<file path="config.mk">
export PLATFORM = sky130hd
export DESIGN_NAME = keypad_calculator_core
export DESIGN_NICKNAME = d
export VERILOG_FILES = /design/src/hdl/kc_pkg.sv /design/src/hdl/kc_alu.sv /design/src/hdl/keypad_calculator_core.sv
export SDC_FILE = /design/constraint.sdc
export NUM_CORES = 1
export LEC_CHECK = 0
export BUFFER_PORTS_ARGS = -buffer_cell sky130_fd_sc_hd__buf_2
export CORE_ASPECT_RATIO = 1.1
export CORE_UTILIZATION = 55
export DETAILED_ROUTE_END_ITERATION = 10
export HOLD_SLACK_MARGIN = 0.1
export PLACE_DENSITY = 0.68
export SYNTH_ARGS = -nofsm -noshare
export SYNTH_HDL_FRONTEND = slang
export SYNTH_SLANG_ARGS = --single-unit
</file>
<file path="constraint.sdc">
create_clock -name clk -period 9.5 [get_ports clk]
set_input_delay 0.475 -clock clk [delete_from_list [all_inputs] [get_ports clk]]
set_output_delay 0.475 -clock clk [all_outputs]
set_load 0.03 [all_outputs]
</file>
<file path="src/hdl/kc_pkg.sv">
package kc_pkg;

    localparam int DATA_WIDTH_DEFAULT = 32;
    localparam int RESULT_WIDTH       = 32;

    // Key codes carried in the operation field
    localparam logic [2:0] OP_DIGIT = 3'd0;
    localparam logic [2:0] OP_ADD   = 3'd1;
    localparam logic [2:0] OP_SUB   = 3'd2;
    localparam logic [2:0] OP_MUL   = 3'd3;
    localparam logic [2:0] OP_DIV   = 3'd4;
    localparam logic [2:0] OP_ENTER = 3'd5;
    localparam logic [2:0] OP_NONE  = 3'd0;

    localparam logic [3:0] DIGIT_MAX = 4'd9;

    typedef struct packed {
        logic [2:0] operation;
        logic [3:0] digit;
    } kc_in_t;

    typedef struct packed {
        logic signed [RESULT_WIDTH-1:0] result;
        logic                           is_positive;
    } kc_out_t;

    typedef enum logic [1:0] {
        ST_IDLE,
        ST_CALC,
        ST_EMIT
    } kc_state_t;

    typedef enum logic [1:0] {
        ALU_IDLE,
        ALU_MUL,
        ALU_DIV,
        ALU_FIX
    } kc_alu_state_t;

    typedef struct packed {
        logic       start;
        logic [2:0] op;
        logic       zero_div_as_one;
    } kc_alu_req_t;

endpackage

</file>
<file path="src/hdl/kc_alu.sv">
module kc_alu #(
    parameter int DATA_WIDTH = kc_pkg::DATA_WIDTH_DEFAULT
) (
    input  logic                  clk,
    input  logic                  rst_n,
    input  kc_pkg::kc_alu_req_t   req,
    input  logic [DATA_WIDTH-1:0] a,
    input  logic [DATA_WIDTH-1:0] b,
    output logic                  done,
    output logic [DATA_WIDTH-1:0] result
);

    localparam int CNT_W = $clog2(DATA_WIDTH);
    localparam logic [CNT_W-1:0] CNT_LAST = CNT_W'(DATA_WIDTH - 1);

    kc_pkg::kc_alu_state_t state_reg, state_next;
    logic                  done_reg, done_next;
    logic [CNT_W-1:0]      cnt_reg, cnt_next;
    logic [DATA_WIDTH-1:0] acc_reg, acc_next;     // product, remainder
    logic [DATA_WIDTH-1:0] opa_reg, opa_next;     // multiplicand, dividend/quotient
    logic [DATA_WIDTH-1:0] opb_reg, opb_next;     // multiplier, divisor
    logic                  neg_reg, neg_next;
    logic [DATA_WIDTH-1:0] res_reg, res_next;

    logic [DATA_WIDTH-1:0] mag_a, mag_b;
    logic [DATA_WIDTH:0]   rem_shift, rem_diff;

    assign mag_a = a[DATA_WIDTH-1] ? (DATA_WIDTH'(0) - a) : a;
    assign mag_b = b[DATA_WIDTH-1] ? (DATA_WIDTH'(0) - b) : b;

    // One restoring step: shift in the next dividend bit, try the subtract
    assign rem_shift = {acc_reg, opa_reg[DATA_WIDTH-1]};
    assign rem_diff  = rem_shift - {1'b0, opb_reg};

    always_comb
    begin
        state_next = state_reg;
        done_next  = 1'b0;
        cnt_next   = cnt_reg;
        acc_next   = acc_reg;
        opa_next   = opa_reg;
        opb_next   = opb_reg;
        neg_next   = neg_reg;
        res_next   = res_reg;
        unique case (state_reg)
            kc_pkg::ALU_IDLE:
            begin
                if (req.start)
                begin
                    cnt_next = '0;
                    acc_next = '0;
                    case (req.op)
                        kc_pkg::OP_ADD:
                        begin
                            res_next  = a + b;
                            done_next = 1'b1;
                        end
                        kc_pkg::OP_SUB:
                        begin
                            res_next  = a - b;
                            done_next = 1'b1;
                        end
                        kc_pkg::OP_MUL:
                        begin
                            opa_next   = a;
                            opb_next   = b;
                            state_next = kc_pkg::ALU_MUL;
                        end
                        kc_pkg::OP_DIV:
                        begin
                            if (b == '0)
                            begin
                                res_next  = req.zero_div_as_one ? a : '0;
                                done_next = 1'b1;
                            end
                            else
                            begin
                                opa_next   = mag_a;
                                opb_next   = mag_b;
                                neg_next   = a[DATA_WIDTH-1] ^ b[DATA_WIDTH-1];
                                state_next = kc_pkg::ALU_DIV;
                            end
                        end
                        default:
                        begin
                            res_next  = a;
                            done_next = 1'b1;
                        end
                    endcase
                end
            end
            kc_pkg::ALU_MUL:
            begin
                if (opb_reg[0])
                    acc_next = acc_reg + opa_reg;
                opa_next = {opa_reg[DATA_WIDTH-2:0], 1'b0};
                opb_next = {1'b0, opb_reg[DATA_WIDTH-1:1]};
                cnt_next = cnt_reg + 1'b1;
                if (cnt_reg == CNT_LAST)
                begin
                    res_next   = (opb_reg[0]) ? (acc_reg + opa_reg) : acc_reg;
                    done_next  = 1'b1;
                    state_next = kc_pkg::ALU_IDLE;
                end
            end
            kc_pkg::ALU_DIV:
            begin
                if (!rem_diff[DATA_WIDTH])
                    acc_next = rem_diff[DATA_WIDTH-1:0];
                else
                    acc_next = rem_shift[DATA_WIDTH-1:0];
                opa_next = {opa_reg[DATA_WIDTH-2:0], ~rem_diff[DATA_WIDTH]};
                cnt_next = cnt_reg + 1'b1;
                if (cnt_reg == CNT_LAST)
                    state_next = kc_pkg::ALU_FIX;
            end
            kc_pkg::ALU_FIX:
            begin
                // apply the quotient sign
                res_next   = neg_reg ? (DATA_WIDTH'(0) - opa_reg) : opa_reg;
                done_next  = 1'b1;
                state_next = kc_pkg::ALU_IDLE;
            end
            default:
            begin
                state_next = kc_pkg::ALU_IDLE;
            end
        endcase
    end

    always_ff @(posedge clk or negedge rst_n)
    begin
        if (!rst_n)
        begin
            state_reg <= kc_pkg::ALU_IDLE;
            done_reg  <= 1'b0;
            cnt_reg   <= '0;
        end
        else
        begin
            state_reg <= state_next;
            done_reg  <= done_next;
            cnt_reg   <= cnt_next;
        end
    end

    always_ff @(posedge clk)
    begin
        acc_reg <= acc_next;
        opa_reg <= opa_next;
        opb_reg <= opb_next;
        neg_reg <= neg_next;
        res_reg <= res_next;
    end

    assign done   = done_reg;
    assign result = res_reg;

    a_done_when_idle: assert property (@(posedge clk) disable iff (!rst_n)
        done_reg |-> state_reg == kc_pkg::ALU_IDLE)
        else $error("alu done outside idle");

    a_mul_finishes: assert property (@(posedge clk) disable iff (!rst_n)
        (state_reg == kc_pkg::ALU_MUL && cnt_reg == CNT_LAST) |=> done_reg)
        else $error("multiply did not finish after last step");

    a_div_to_fix: assert property (@(posedge clk) disable iff (!rst_n)
        (state_reg == kc_pkg::ALU_DIV && cnt_reg == CNT_LAST)
            |=> state_reg == kc_pkg::ALU_FIX)
        else $error("divide did not reach sign fix");

    a_start_only_idle: assert property (@(posedge clk) disable iff (!rst_n)
        (req.start && state_reg != kc_pkg::ALU_IDLE) |-> 1'b0)
        else $error("alu started while busy");

endmodule

</file>
<file path="src/hdl/keypad_calculator_core.sv">
// Keypad calculator core. Each key is one input transaction: digits append to the
// active operand, an operator key folds any pending operation into the first
// operand, and enter with an operator pending emits one result transaction and
// clears the state. Digit keys, operator keys with nothing pending and ignored
// codes are handled in the idle state. Folding or entering runs through a shared
// arithmetic unit: add and subtract are computed directly, multiply takes one
// multiplier bit per cycle, divide one quotient bit per cycle and then the sign
// fix, and enter then loads the output register. The core takes one key at a
// time; a finished result waits in the output register while new keys are
// accepted, and an enter that finishes while that register is still full holds
// until it drains.
module keypad_calculator_core #(
    parameter int DATA_WIDTH = kc_pkg::DATA_WIDTH_DEFAULT
) (
    input  logic            clk,
    input  logic            rst_n,
    input  logic            in_valid,
    output logic            in_ready,
    input  kc_pkg::kc_in_t  in_data,
    output logic            out_valid,
    input  logic            out_ready,
    output kc_pkg::kc_out_t out_data
);

    kc_pkg::kc_state_t     state_reg, state_next;
    logic [DATA_WIDTH-1:0] first_reg, first_next;
    logic [DATA_WIDTH-1:0] second_reg, second_next;
    logic [2:0]            pending_reg, pending_next;
    logic [2:0]            new_op_reg, new_op_next;
    logic                  enter_reg, enter_next;
    logic                  out_valid_reg, out_valid_next;
    kc_pkg::kc_out_t       out_reg, out_next;

    kc_pkg::kc_alu_req_t   alu_req;
    logic                  alu_done;
    logic [DATA_WIDTH-1:0] alu_result;

    logic                            accept;
    logic                            out_load;
    logic                            is_digit, is_oper, is_enter;
    logic [DATA_WIDTH-1:0]           operand_sel, appended;
    logic [kc_pkg::RESULT_WIDTH-1:0] result_ext;

    kc_alu #(
        .DATA_WIDTH(DATA_WIDTH)
    ) u_alu (
        .clk    (clk),
        .rst_n  (rst_n),
        .req    (alu_req),
        .a      (first_reg),
        .b      (second_reg),
        .done   (alu_done),
        .result (alu_result)
    );

    generate
        if (DATA_WIDTH >= kc_pkg::RESULT_WIDTH)
        begin : g_trunc
            assign result_ext = alu_result[kc_pkg::RESULT_WIDTH-1:0];
        end
        else
        begin : g_sext
            assign result_ext = {{(kc_pkg::RESULT_WIDTH-DATA_WIDTH){alu_result[DATA_WIDTH-1]}},
                                 alu_result};
        end
    endgenerate

    assign accept   = in_valid && in_ready;
    assign is_digit = (in_data.operation == kc_pkg::OP_DIGIT) &&
                      (in_data.digit <= kc_pkg::DIGIT_MAX);
    assign is_oper  = (in_data.operation == kc_pkg::OP_ADD) ||
                      (in_data.operation == kc_pkg::OP_SUB) ||
                      (in_data.operation == kc_pkg::OP_MUL) ||
                      (in_data.operation == kc_pkg::OP_DIV);
    assign is_enter = (in_data.operation == kc_pkg::OP_ENTER);

    // value * 10 + digit as two shifts and two adds
    assign operand_sel = (pending_reg != kc_pkg::OP_NONE) ? second_reg : first_reg;
    assign appended    = {operand_sel[DATA_WIDTH-4:0], 3'b000}
                       + {operand_sel[DATA_WIDTH-2:0], 1'b0}
                       + {{(DATA_WIDTH-4){1'b0}}, in_data.digit};

    // next state
    always_comb
    begin
        state_next = state_reg;
        unique case (state_reg)
            kc_pkg::ST_IDLE:
            begin
                if (in_valid && (is_oper || is_enter) && (pending_reg != kc_pkg::OP_NONE))
                    state_next = kc_pkg::ST_CALC;
            end
            kc_pkg::ST_CALC:
            begin
                if (alu_done)
                    state_next = enter_reg ? kc_pkg::ST_EMIT : kc_pkg::ST_IDLE;
            end
            kc_pkg::ST_EMIT:
            begin
                if (!out_valid_reg || out_ready)
                    state_next = kc_pkg::ST_IDLE;
            end
            default:
            begin
                state_next = kc_pkg::ST_IDLE;
            end
        endcase
    end

    // outputs and datapath updates
    always_comb
    begin
        in_ready                = 1'b0;
        out_load                = 1'b0;
        alu_req.start           = 1'b0;
        alu_req.op              = pending_reg;
        alu_req.zero_div_as_one = !is_enter;
        first_next              = first_reg;
        second_next             = second_reg;
        pending_next            = pending_reg;
        new_op_next             = new_op_reg;
        enter_next              = enter_reg;
        unique case (state_reg)
            kc_pkg::ST_IDLE:
            begin
                in_ready = 1'b1;
                if (accept)
                begin
                    if (is_digit)
                    begin
                        if (pending_reg != kc_pkg::OP_NONE)
                            second_next = appended;
                        else
                            first_next = appended;
                    end
                    else if (is_oper || is_enter)
                    begin
                        if (pending_reg != kc_pkg::OP_NONE)
                        begin
                            alu_req.start = 1'b1;
                            new_op_next   = in_data.operation;
                            enter_next    = is_enter;
                        end
                        else if (is_oper)
                        begin
                            pending_next = in_data.operation;
                        end
                    end
                end
            end
            kc_pkg::ST_CALC:
            begin
                if (alu_done && !enter_reg)
                begin
                    first_next   = alu_result;
                    second_next  = '0;
                    pending_next = new_op_reg;
                end
            end
            kc_pkg::ST_EMIT:
            begin
                if (!out_valid_reg || out_ready)
                begin
                    out_load     = 1'b1;
                    first_next   = '0;
                    second_next  = '0;
                    pending_next = kc_pkg::OP_NONE;
                end
            end
            default:
            begin
                in_ready = 1'b0;
            end
        endcase
    end

    always_comb
    begin
        out_valid_next = out_valid_reg;
        out_next       = out_reg;
        if (out_valid_reg && out_ready)
            out_valid_next = 1'b0;
        if (out_load)
        begin
            out_valid_next       = 1'b1;
            out_next.result      = result_ext;
            out_next.is_positive = !alu_result[DATA_WIDTH-1] && (alu_result != '0);
        end
    end

    always_ff @(posedge clk or negedge rst_n)
    begin
        if (!rst_n)
        begin
            state_reg     <= kc_pkg::ST_IDLE;
            first_reg     <= '0;
            second_reg    <= '0;
            pending_reg   <= kc_pkg::OP_NONE;
            out_valid_reg <= 1'b0;
        end
        else
        begin
            state_reg     <= state_next;
            first_reg     <= first_next;
            second_reg    <= second_next;
            pending_reg   <= pending_next;
            out_valid_reg <= out_valid_next;
        end
    end

    always_ff @(posedge clk)
    begin
        new_op_reg <= new_op_next;
        enter_reg  <= enter_next;
        out_reg    <= out_next;
    end

    assign out_valid = out_valid_reg;
    assign out_data  = out_reg;

    a_load_from_emit: assert property (@(posedge clk) disable iff (!rst_n)
        $rose(out_valid_reg) |-> $past(state_reg) == kc_pkg::ST_EMIT)
        else $error("result appeared without an emit");

    a_emit_clears: assert property (@(posedge clk) disable iff (!rst_n)
        out_load |=> (pending_reg == kc_pkg::OP_NONE && first_reg == '0 && second_reg == '0))
        else $error("state not cleared after enter");

    a_calc_has_pending: assert property (@(posedge clk) disable iff (!rst_n)
        (state_reg == kc_pkg::ST_CALC) |-> (pending_reg != kc_pkg::OP_NONE))
        else $error("calculation without pending operator");

    a_fold_sets_op: assert property (@(posedge clk) disable iff (!rst_n)
        (state_reg == kc_pkg::ST_CALC && alu_done && !enter_reg)
            |=> (second_reg == '0 && pending_reg != kc_pkg::OP_NONE))
        else $error("fold did not update operands");

endmodule

</file>
# == Yosys cells after proc, flatten, opt, wreduce, memory -nomap -nowiden ==
# Index checks and enable logic that the tools add are counted.
# word_totals
output_inout_bits,35
elab_cells,174
input_bits,11
regBits,244
# op_classes
reduce_logical,40
n_lt_le_gt_ge,1
addsub,10
n_bitwise,4
eq_ne,33
mux,69
# ops
op,count
two-way mux 32 bit,23
case mux 32 bit (3 select lines),5
case mux 32 bit (2 select lines),3
case mux 32 bit (4 select lines),1
adder 32 bit,3
subtractor 1 x 32 -> 32 bit (first input constant),3
subtractor 33 x 32 -> 33 bit,1
adder 32 x 4 -> 32 bit,1
logical NOT 32 bit,1
nonzero test 32 bit,1
subtractor 32 bit,1
two-way mux 31 bit,1
inequality test 2 bit (second input constant),12
two-way mux 3 bit,7
two-way mux 2 bit,8
AND reduction 5 bit,3
two-way mux 1 bit,13
equality test 3 x 2 -> 1 bit (second input constant),4
AND reduction 4 bit,3
AND reduction 6 bit,2
nonzero test 3 bit,4
case mux 5 bit (2 select lines),1
equality test 3 bit (second input constant),3
case mux 3 bit (3 select lines),1
27 further kinds,52

# == Depth between registers and ports, before layout ==
# logic_depth
word_depth,11
ltp_mapped,19
mapped_depth_nobuf,19

# == Modules after synthesis ==
# From an unflattened synthesis, not the netlist that was laid out.
# hier_totals
hier_cells,2429
hier_area_um2,20835.0
# by_module_without_submodules
mod,area_each_um2,n_inst,cells_each
kc_alu,14068.5,1,1682
keypad_calculator_core,6766.5,1,747

# == Least setup slack after synthesis ==
# OpenSTA, ideal clock, no wires.
# synth_timing
path_kind,register to register
start,register second_reg[0]
end,"register u_alu.res_reg[30], in the netlist u_alu.result[30] (data pin)"
path_stages_with_launch,20
t_arrival_ps,4638
setup_slack_ps,4583
period_less_slack_ps,4917
path_cell_list,dfrtp_1 > inv_1 > ha_1 > or4b_4 > or4_4 > or3_4 > or2_4 > or3_1 > nand2_1 > xor2_1 > ha_1 > a21o_1 > a21o_1 > a21o_1 > nor4b_1 > a21oi_1 > a311oi_1 > o21ai_0 > xnor2_1 > o221ai_1
# synth_via
elab_chain_cells,4
# synth_lines
element,line_no,text
from (decl),keypad_calculator_core.sv:27,"logic [DATA_WIDTH-1:0] second_reg, second_next;"
from (signal assigned),keypad_calculator_core.sv:205,second_reg <= second_next;
subtractor 32 bit or adder 32 bit (tied branches),"kc_alu.sv:60, kc_alu.sv:55",
case mux 32 bit (4 select lines) (*),kc_alu.sv:52,case (req.op)
two-way mux 32 bit (*),kc_alu.sv:48,if (req.start)
case mux 32 bit (3 select lines) (*),kc_alu.sv:45,unique case (state_reg)
named net u_alu.res_next[30],kc_alu.sv:23,"logic [DATA_WIDTH-1:0] res_reg, res_next;"
to (signal assigned),kc_alu.sv:153,res_reg <= res_next;
to (decl),kc_alu.sv:23,
# The timed path passes the listed nets; every way through them passes the cells marked *. The select of a mux whose other input is x is not followed.
# A chain may end at the register's enable or synchronous reset.

# == Worst setup path after layout ==
# Ends and elaborated chain as after synthesis.

==> run_results.csv <==
group,metric,value,unit
run_status,outcome,"complete, but fails checks",
run_status,violations,"design-rule violations",
die,initial_core_util,56.06,%
clocking,clk_pin_slew,0.07,ns
synth,yosys-top-cells-area,"edfxtp_1 24%, ha_1 9.9%, dfrtp_1 9.3%",
setup_path,crit_path_end_kind,"register",
flow_run,max-cap-violations,0,
sta,setup_tns,0,ns
place,dp_worst_setup_slack,3.999,ns
sta,max_slew_margin,25.35,%
die,ioPinCount,46,
grt,grt_pass1_wl,98220,um
sta,finalWorstSetupSlack,3.932,ns
route,drc,1,
sta,finalClockSkew,0.01524,ns
grt,grt.total_usage,32.29,%
final_layout,syn_to_final_growth,7.777,%
sta,hold_viol,0,
grt,grt_max_degree,70,
clocking,cts_htree_levels,1,
sta,rsz0062_at_grt,"false",
clocking,clock_sinks,244,
synth,netlist.area_leader.share,23.83,%
route,drtAntennaViolNets,0,
setup_path,crit_fanout,5,
final_layout,diodes,0,
die,num_rows,74,
clocking,insertion_delay,0.57,ns
clocking,cts_root_buf,"clkbuf_16",
final_layout,fin_area,0.02254,mm^2
sta,report.final.slew_viol_count,0,
route,vias_per_cell,6.366,
clocking,cts_buffers,28,
place,dpl.hpwl,48840,um
setup_path,worst_ep_required_time,9.79,ns
sta,hold_ws,0.1377,ns
place,placed_cell_area,0.02155,mm^2
synth,synth_largest_area_cell,"edfxtp_1",
route,route.vias.total,18430,
die,dieArea,0.03881,mm^2
die,die_w,187.9,um
synth,yosysWarningCount,0,
setup_path,crit_arrival,5.86,ns
place,gp_congestion,0.9389,
clocking,cts_tree,"yes",
sta,min_period,5.568,ns
final_layout,largest_reg_flops,33,
sta,fmax,179.6,MHz
synth,ys_seq_elements,244,
hold_path,hold_class,"in -> reg",
sta,worst_pin_slew,1.117,ns
clocking,post_cts_buffers,0,
setup_path,worstSetupPathType,"reg -> reg",
synth,postSynth.asyncResetShare,31.97,%
sta,fin_crit_sh,58.62,%
final_layout,nNetsFinal,2561,
final_layout,layout-drive-gt1-share,8.372,%
grt,antenna_found_initial,0,
route,drt-initial-drc-count,1924,
synth,synth-main-ff-cell,"edfxtp_1",
synth,ys_seq_area_share,33.16,%
die,coreArea,0.03731,mm^2
synth,netlist_area,0.02092,mm^2
synth,synth_fp_nets,2583,
final_layout,nFillCells,3310,
setup_path,start_kind,"register",
grt,grt_overflow,0,
synth,synthCells,2401,
grt,grt_pass1_vias,17310,
place,portBuffers,45,
route,wl_per_cell,21.93,um
synth,avgSynthCellArea,8.711,um^2
die,die_h,206.5,um
synth,synth_edf_count,166,
route,drtPass1Iterations,9,
synth,ys_types,85,
route,wl,63500,um
clocking,cts_buffer_depth,3,
sta,final-setup-viol-count,0,
==> layout by cell type (no fill, tap or decap), drive strengths merged, types with 75 or more instances in the layout <==
master  count
o21ai     201
xor2       99
ha        166
a21o       75
a21oi     184
nor2      135
xnor2     122
edfxtp    166
nand2     293
dfrtp      78
inv        95
buf        77
==> metrics by stage <==
| step | std cells | util (%) |
|---|---|---|
| 2_1_floorplan | 2401 | - |
| 5_1_grt | 2895 | 60.42 |
| 4_1_cts | 2895 | 60.42 |
| 3_3_place_gp | 2842 | 57.75 |
| 6_report | 2895 | 60.42 |
| 3_5_place_dp | 2842 | 57.75 |
==> Yosys cell counts (7+ instances only) <==
library cell and n:
or4_1 13, nor2b_1 21, o31ai_1 38, clkbuf_1 118
a21oi_1 183, o21bai_1 9, mux2i_1 26, mux2_2 44
a22oi_1 20, o41ai_1 11, edfxtp_1 166, inv_1 92
o221ai_1 8, a21boi_0 9, o22ai_1 10, nor2_1 135
o21ai_0 197, a311oi_1 7, nand4_1 22, xor2_1 98
a21o_1 75, a31oi_1 36, xnor2_1 122, a22o_1 7
o311ai_0 8, nor4_1 17, a211oi_1 12, nand3_1 53
and3_1 27, and2_1 11, o21a_1 18, nand2_1 292
nand2b_1 32, ha_1 166, a221o_1 9, or3_1 21
a211o_1 7, dfrtp_1 78, o31a_1 9, nor3_1 47
o211ai_1 26
==> final cells by class <==
type	instances	area [um^2]	share of cell area, %
flip-flops and latches	244	6937	30.77
inverters	93	349.1	1.549
clock inverters	9	125.1	0.5550
clock buffers	43	859.6	3.813
multi-input cells	1934	13180	58.45
well taps	494	618.1	2.742
repair buffers	78	478.0	2.120
==> final timing paths <==
| kind | start | end | slack, ns | cells past startpoint |
|---|---|---|---|---|
| setup / recovery | second_reg[0] | u_alu.result[30] | 3.93 | 19 |
| hold / removal | in_data[4] | new_op_reg[0] | 0.14 | 1 |
| setup reg to reg | second_reg[0] | u_alu.result[30] | 3.93 | 19 |
| hold reg to reg | u_alu.cnt_reg[4] | u_alu.cnt_reg[4] | 0.51 | 1 |
| max in group asynchronous | rst_n | second_reg[2] | 8.07 | 3 |
| min in group asynchronous | rst_n | u_alu.state_reg[0] | 0.30 | 2 |
==> worst max-delay path: stages, from the launching register on <==
cell      delay [ns]
dfrtp_1         0.43
inv_1           0.13
ha_1            0.23
or4b_4          0.50
or4_4           0.52
or3_4           0.35
or2_4           0.25
or3_1           0.32
nand2_1         0.10
xor2_1          0.07
ha_1            0.25
a21o_1          0.19
a21o_1          0.17
a21o_1          0.20
nor4b_1         0.34
a21oi_1         0.20
a311oi_1        0.51
o21ai_0         0.20
xnor2_1         0.20
o221ai_1        0.14
==> per-layer routing <==
layer | wire length [um] | GRT usage [%]
met2 | 28210 | 51.16
met1 | 28860 | 46.65
met3 | 4758 | 3.618
met4 | 1665 | 9.117
met5 | 0 | 0
==> cells by family (layout without fill, tap and decap cells) <==
kind of cell / after synthesis / count (layout) / share of synthesized area, %
xor gates and xnor gates: 221 / 221 / 9.290
and+or+nand+nor: 726 / 726 / 16.58
DFF: 244 / 244 / 33.16
AOI/OAI and AO/OA: 746 / 746 / 22.85
buffers and inverters: 223 / 223 / 4.092
muxes: 70 / 70 / 3.613
adders and majority gates: 171 / 171 / 10.41
==> what timing repair did <==
item                                    CTS  global route
resized for setup                         0             0
hold buffers                              1             0
endpoints found under the setup margin    0             0
hold endpoints to repair                  9             0
Power is not shown: default switching activity piles up to over one toggle a cycle in this logic, so the estimate is an artifact.
